==> config.mk <==
export PLATFORM = sky130hd
export DESIGN_NAME = mm4_merge
export DESIGN_NICKNAME = d
export VERILOG_FILES = /design/src/mm4_pkg.sv /design/src/mm4_merge.sv
export SDC_FILE = /design/constraint.sdc
export NUM_CORES = 1
export LEC_CHECK = 0
export BUFFER_PORTS_ARGS = -buffer_cell sky130_fd_sc_hd__buf_2
export CAP_MARGIN = 20
export CORE_AREA = 2 2 158 160
export CTS_CLUSTER_SIZE = 24
export DETAILED_ROUTE_END_ITERATION = 8
export DIE_AREA = 0 0 160 162
export GPL_TIMING_DRIVEN = 0
export PLACE_DENSITY = 0.5
export SYNTH_ARGS = -nofsm -noshare
export SYNTH_HDL_FRONTEND = slang
export SYNTH_SLANG_ARGS = --single-unit
==> constraint.sdc <==
create_clock -name clk_i -period 10.2 [get_ports clk_i]
set_input_delay 1.02 -clock clk_i [delete_from_list [all_inputs] [get_ports clk_i]]
set_output_delay 1.02 -clock clk_i [all_outputs]
set_load 0.01 [all_outputs]
==> src/mm4_pkg.sv <==
// Shared constants and types for the 4x4 fixed-point matrix multiply unit.
// No dependencies; imported by the lane, merge and top-level modules.
package mm4_pkg;

  localparam int DIM_DEF       = 4;
  localparam int FRAC_BITS_DEF = 16;

  localparam int ELEM_W   = 32;
  localparam int ROW_W    = 2;
  localparam int NCARRIED = 4;
  localparam int PROD_W   = 2 * ELEM_W;

  // Stream payload widths, padded up to whole bytes.
  localparam int TDATA_BITS = ROW_W + NCARRIED * ELEM_W;
  localparam int TDATA_W    = ((TDATA_BITS + 7) / 8) * 8;

  localparam logic OP_LOAD = 1'b0;
  localparam logic OP_MUL  = 1'b1;

  typedef logic signed [ELEM_W-1:0] elem_t;
  typedef logic signed [PROD_W-1:0] prod_t;
  typedef logic [ROW_W-1:0]         row_t;

  // Load enables from the pipeline control to each lane.
  typedef struct packed {
    logic ld_prod;
    logic ld_sum;
  } lane_ctrl_t;

endpackage

==> src/mm4_merge.sv <==
// Merge stage: saturates each lane sum to 32 bits, ORs the saturation flags
// and holds the result row in the output register. Depends on mm4_pkg.
module mm4_merge
  import mm4_pkg::*;
#(
  parameter int DIM   = DIM_DEF,
  parameter int SUM_W = PROD_W + $clog2(DIM)
) (
  input  logic                    clk_i,
  input  logic                    rst_ni,
  input  logic                    in_valid_i,
  output logic                    in_ready_o,
  input  row_t                    row_i,
  input  logic signed [SUM_W-1:0] sum_i [NCARRIED],
  output logic                    m_axis_tvalid,
  input  logic                    m_axis_tready,
  output logic [TDATA_W-1:0]      m_axis_tdata,
  output logic [0:0]              m_axis_tuser
);

  logic                  valid_q;
  logic [TDATA_W-1:0]    data_d;
  logic [TDATA_W-1:0]    data_q;
  logic                  sat_d;
  logic                  sat_q;

  assign in_ready_o = !valid_q || m_axis_tready;

  always_comb begin
    logic fits;
    elem_t res;
    data_d = '0;
    sat_d  = 1'b0;
    data_d[ROW_W-1:0] = row_i;
    for (int j = 0; j < NCARRIED; j++) begin
      fits = (sum_i[j][SUM_W-1:ELEM_W-1] == '0) || (sum_i[j][SUM_W-1:ELEM_W-1] == '1);
      if (fits) begin
        res = sum_i[j][ELEM_W-1:0];
      end else if (sum_i[j][SUM_W-1]) begin
        res = {1'b1, {(ELEM_W-1){1'b0}}};
      end else begin
        res = {1'b0, {(ELEM_W-1){1'b1}}};
      end
      sat_d = sat_d | !fits;
      data_d[ROW_W + j*ELEM_W +: ELEM_W] = res;
    end
  end

  always_ff @(posedge clk_i or negedge rst_ni) begin
    if (!rst_ni) begin
      valid_q <= 1'b0;
    end else if (in_ready_o) begin
      valid_q <= in_valid_i;
    end
  end

  always_ff @(posedge clk_i) begin
    if (in_ready_o && in_valid_i) begin
      data_q <= data_d;
      sat_q  <= sat_d;
    end
  end

  assign m_axis_tvalid = valid_q;
  assign m_axis_tdata  = data_q;
  assign m_axis_tuser  = sat_q;

endmodule
# Word-level counts from Yosys, hierarchy flattened
# Index checks and enable logic that the tools add are counted.
dict set report totals {
  reg_bits 132
  in_bits 270
  output_inout_bits 139
  wordCells 33
}
dict set report op_classes {
  eq_ne 4
  n_mux 8
  n_bitwise 3
  n_reduce_logical 15
}
# operator count
set op_table {}
lappend op_table {{32-bit two-way mux} 8}
lappend op_table {{35-bit == test (second input constant)} 4}
lappend op_table {{35-bit zero test} 4}
lappend op_table {{1-bit zero test} 5}
lappend op_table {{1-bit logical OR} 5}
lappend op_table {{1-bit bitwise OR} 3}
lappend op_table {{1-bit logical AND} 1}

# Logic depth before layout (Yosys ltp)
dict set report logic_depth {
  depth_word 6
  depth_mapped 6
  mapped_depth_nobuf 5
}

# Worst setup path before layout
# Ideal clock, no wire load.
dict set report synth_path {
  path_kind {input port to flip-flop}
  startpoint {in m_axis_tready}
  endpoint {reg data_q[0], in the netlist m_axis_tdata[0], enable pin}
  setup_time_ps 506
  t_arrival_ps 4248
  t_required_ps 9694
  setup_slack_ps 5446
  cell_stages 2
  path_buffers 0
  path_cell_list {nand2b_1 -> and2_1}
}
dict set report synth_between {
  elab_chain_len 2
}
# item line
set synth_rtl {}
lappend synth_rtl {{from (decl)} mm4_merge.sv:16} ;# input logic m_axis_tready,
lappend synth_rtl {{1-bit logical OR} mm4_merge.sv:27} ;# assign in_ready_o = !valid_q || m_axis_tready;
lappend synth_rtl {{1-bit logical AND} mm4_merge.sv:58} ;# if (in_ready_o && in_valid_i) begin
lappend synth_rtl {{to (signal assigned)} mm4_merge.sv:59} ;# data_q <= data_d;
lappend synth_rtl {{to (decl)} mm4_merge.sv:23} ;# logic [TDATA_W-1:0] data_q;
# No other way between the ends.
# A chain may end at the register's enable or synchronous reset.

# Worst setup path in the final report
dict set report layout_path {
  startpoint {in m_axis_tready}
  endpoint {out in_ready_o}
}
dict set report layout_between {
  elab_chain_len 1
}
# item line
set layout_rtl {}
lappend layout_rtl {{1-bit logical OR} mm4_merge.sv:27}
lappend layout_rtl {{to (decl)} mm4_merge.sv:12} ;# output logic in_ready_o,
# No other way between the ends.

==> impl_metrics.prom <==
# TYPE chip_impl_metric gauge
chip_impl_metric{name="post_synth_instance_area",unit="sq um"} 5950
chip_impl_metric{name="multi_input_comb_area",unit="sq um"} 1680
chip_impl_metric{name="rows",unit=""} 57
chip_impl_metric{name="final_number_of_hold_violating_endpoints",unit=""} 0
chip_impl_metric{name="design.core.area",unit="sq um"} 24100
chip_impl_metric{name="post_syn_area_per_cell",unit="sq um"} 14.6
chip_impl_metric{name="antenna_found_initial",unit=""} 3
chip_impl_metric{name="skew",unit="ps"} 9.61
chip_impl_metric{name="diodes",unit=""} 0
chip_impl_metric{name="final_min_period_over_clock_period",unit=""} 0.244
chip_impl_metric{name="fin_util",unit=""} 0.373
chip_impl_info{name="outcome",value="completed"} 1
chip_impl_info{name="worstSetupStartpointType",value="input pin"} 1
chip_impl_metric{name="die_height",unit="microns"} 162
chip_impl_info{name="hold_path_class",value="input pin to asynchronous set/reset pin"} 1
chip_impl_metric{name="power.ir.vdd_worst",unit="uV"} 79.0
chip_impl_metric{name="worst_pin_slew",unit="ps"} 798
chip_impl_info{name="worst_setup_path_startpoint",value="m_axis_tready"} 1
chip_impl_info{name="synthMostInstantiatedCell",value="edfxtp_1"} 1
chip_impl_metric{name="synth_edf_count",unit=""} 131
chip_impl_metric{name="largest_net_degree_at_the_start_of_global_routing",unit=""} 51
chip_impl_metric{name="placement.io_buffers",unit=""} 402
chip_impl_metric{name="detailedPlace.worstSlack",unit="ps"} 7580
chip_impl_metric{name="areaGrowthSynthToFinish",unit="%"} 51.1
chip_impl_info{name="r2r-start",value="m_axis_tvalid$_DFFE_PN0N_"} 1
chip_impl_metric{name="relSlewSlack",unit=""} 0.467
chip_impl_metric{name="netlist_instances",unit=""} 407
chip_impl_metric{name="use_met1",unit=""} 0.151
chip_impl_info{name="unrepaired_setup_endpoints_after_global_routing",value="false"} 1
chip_impl_metric{name="bufs_on_longest_clock_path",unit=""} 2
chip_impl_info{name="critical_path_class",value="input pin to output port"} 1
chip_impl_metric{name="max-cap-violations",unit=""} 0
chip_impl_info{name="most_used_cell_cp",value="buf_2"} 1
chip_impl_metric{name="dieWidth",unit="microns"} 160
chip_impl_metric{name="wl",unit="mm"} 18.7
chip_impl_info{name="synth_top_cells_by_count",value="edfxtp_1 (131), a21o_1 (123), nand4_1 (37)"} 1
chip_impl_metric{name="power.leakage",unit="nW"} 4.32
chip_impl_metric{name="cts_htree_levels",unit=""} 4
chip_impl_metric{name="power_density",unit="nW/um^2"} 154
chip_impl_metric{name="postCtsResizedCells",unit=""} 0
chip_impl_info{name="grt_busiest_layer",value="met2"} 1
chip_impl_metric{name="fin_ws",unit="ps"} 7710
chip_impl_metric{name="drv_slew",unit=""} 0
chip_impl_metric{name="worst_skew_pair.late_latency",unit="ps"} 410
chip_impl_metric{name="track_usage",unit=""} 0.141
chip_impl_metric{name="drt_iter0_markers",unit=""} 259
chip_impl_metric{name="share_of_flip_flops_with_an_asynchronous_set_or_reset",unit=""} 0.00758
chip_impl_metric{name="grt_first_pass_wirelength",unit="mm"} 28.2
chip_impl_metric{name="largest_fanout_on_the_critical_path",unit=""} 3
chip_impl_metric{name="antenna_violating_nets_post_route",unit=""} 0
chip_impl_metric{name="vias_in_the_first_global_route",unit=""} 5258
chip_impl_metric{name="synth_sequential_area_ratio",unit=""} 0.665
chip_impl_metric{name="die_ar",unit="sq um"} 25900
chip_impl_info{name="yosys_most_used_dff",value="edfxtp_1"} 1
chip_impl_info{name="ctsRootBufferMaster",value="clkbuf_16"} 1
chip_impl_metric{name="avgViaCountPerCell",unit=""} 4.41
chip_impl_metric{name="power.total",unit="mW"} 1.39
chip_impl_metric{name="cts_sinks",unit=""} 132
chip_impl_metric{name="met3_usage",unit=""} 0.0536
chip_impl_metric{name="final.min_clock_period",unit="ps"} 2490
chip_impl_metric{name="drive_gt1_frac",unit=""} 0.556
chip_impl_metric{name="wl_per_cell",unit="microns"} 16.0
chip_impl_metric{name="synth.lib_cells_used.distinct",unit=""} 22
chip_impl_metric{name="synthesis.yosys.warnings",unit=""} 0
chip_impl_info{name="tritoncts",value="done"} 1
chip_impl_info{name="ys_top_cells_by_area",value="edfxtp_1 (66%), a21o_1 (16%), buf_6 (4.0%), nand4_1 (3.9%), nor4_1 (3.8%)"} 1
chip_impl_metric{name="cts-buffers-inserted",unit=""} 17
chip_impl_metric{name="post-cts-setup-buffers",unit=""} 0
chip_impl_metric{name="drtPass1Iterations",unit=""} 4
chip_impl_metric{name="cts_hold_buffers",unit=""} 0
chip_impl_metric{name="fin_setup_tns",unit="ps"} 0
chip_impl_metric{name="num_io_pins",unit=""} 409
chip_impl_metric{name="clock.fmax",unit="GHz"} 0.401
chip_impl_metric{name="grt-ovfl-total",unit=""} 0
chip_impl_metric{name="via_count",unit=""} 5163
chip_impl_metric{name="drc",unit=""} 0
chip_impl_metric{name="ff_latch_area",unit="sq um"} 3960
chip_impl_metric{name="ys_ff_latch",unit=""} 132
chip_impl_metric{name="met2_usage",unit=""} 0.256
chip_impl_info{name="endpoint_kind",value="output port"} 1
chip_impl_info{name="critical_path.cell_chain",value="buf_2 > nand2b_1 > buf_2"} 1
chip_impl_metric{name="layout.nets",unit=""} 1105
chip_impl_metric{name="nFillCells",unit=""} 2446
chip_impl_info{name="synth_area_leader_cell",value="edfxtp_1"} 1
chip_impl_metric{name="gp_congestion",unit=""} 0.788
chip_impl_metric{name="worstPathRequired",unit="ps"} 9180
chip_impl_metric{name="path_clk_slew",unit="ps"} 60
chip_impl_metric{name="timing.final.setup_violations",unit=""} 0
chip_impl_metric{name="critical-path-max-stage-delay",unit="ps"} 190
chip_impl_metric{name="dpl.hpwl",unit="mm"} 14.8
chip_impl_metric{name="post_synth_top_area_share",unit=""} 0.661
chip_impl_metric{name="floorplan.initialDensity",unit=""} 0.247
chip_impl_metric{name="data_arrival_time_of_the_critical_path",unit="ps"} 1470
chip_impl_info{name="slowest_stage",value="nand2b_1"} 1
## worst paths after layout
check	slack, ps	cells after the start	end
hold / removal	370	1	m_axis_tvalid$_DFFE_PN0N_
setup reg to reg	8460	3	m_axis_tdata[43]$_DFFE_PP_
hold reg to reg	600	2	m_axis_tvalid$_DFFE_PN0N_
max in group asynchronous	9750	1	m_axis_tvalid$_DFFE_PN0N_
min in group clk_i	600	2	m_axis_tvalid$_DFFE_PN0N_
setup / recovery	7710	3	in_ready_o
## layout make-up
type,instances,area share
plain buffers,34,0.0380
clock buffers,22,0.0494
clock inverters,9,0.0120
multi-input cells,246,0.186
flip-flops and latches,132,0.440
well taps,324,0.0450
repair buffers,404,0.230
## metrics by stage
step	area, sq um	std cells	hold WS, ps
floorplan	5970	412	622
global route	9000	1171	338
finish	9000	1171	365
global placement	8390	1138	585
detailed placement	8450	1140	588
CTS	9000	1171	340
## cell usage in the layout (no fill, tap or decap), types with 4 or more instances in the layout
cell type,synthesis,layout
edfxtp_1,131,131
clkbuf_16,0,17
nor2_1,4,4
nand3_1,12,12
nor4_1,36,36
nand4_1,37,37
nand2_1,4,4
nor3_1,8,8
conb_1,1,6
buf_4,6,6
clkbuf_1,4,9
buf_2,0,402
buf_6,21,21
a21o_1,123,123
nor3_2,4,4
## worst max-delay path: cells and delay by family
family                 cells  cell delay [ps]
buffers and inverters      2              260
AND/OR/NAND/NOR            1              190
## state kept, by name, summed over array words and instances (netlist names)
signal / count
m_axis_tdata: 130
m_axis_tuser: 1
m_axis_tvalid: 1
## report_power, final
part / internal [mW] / switching (mW) / leakage [nW] / total, mW
registers: 0.633 / 0.00687 / 1.26 / 0.640
logic: 0.0814 / 0.0830 / 2.80 / 0.164
clock network: 0.358 / 0.227 / 0.264 / 0.584
## logic make-up after synthesis
family / after synthesis / synth area share
AOI/OAI and AO/OA: 124 / 0.157
and+or+nand+nor: 116 / 0.121
other: 1 / 0.000630
buffers and inverters: 34 / 0.0574
DFF: 132 / 0.665
## per-layer routing
metal	wire length, microns	vias to the layer above
li1	-	2493
met1	7100	2380
met2	9530	259
met3	1690	27
met4	336	4
met5	30	-
Note: power is estimated with default switching activity, not from simulation.
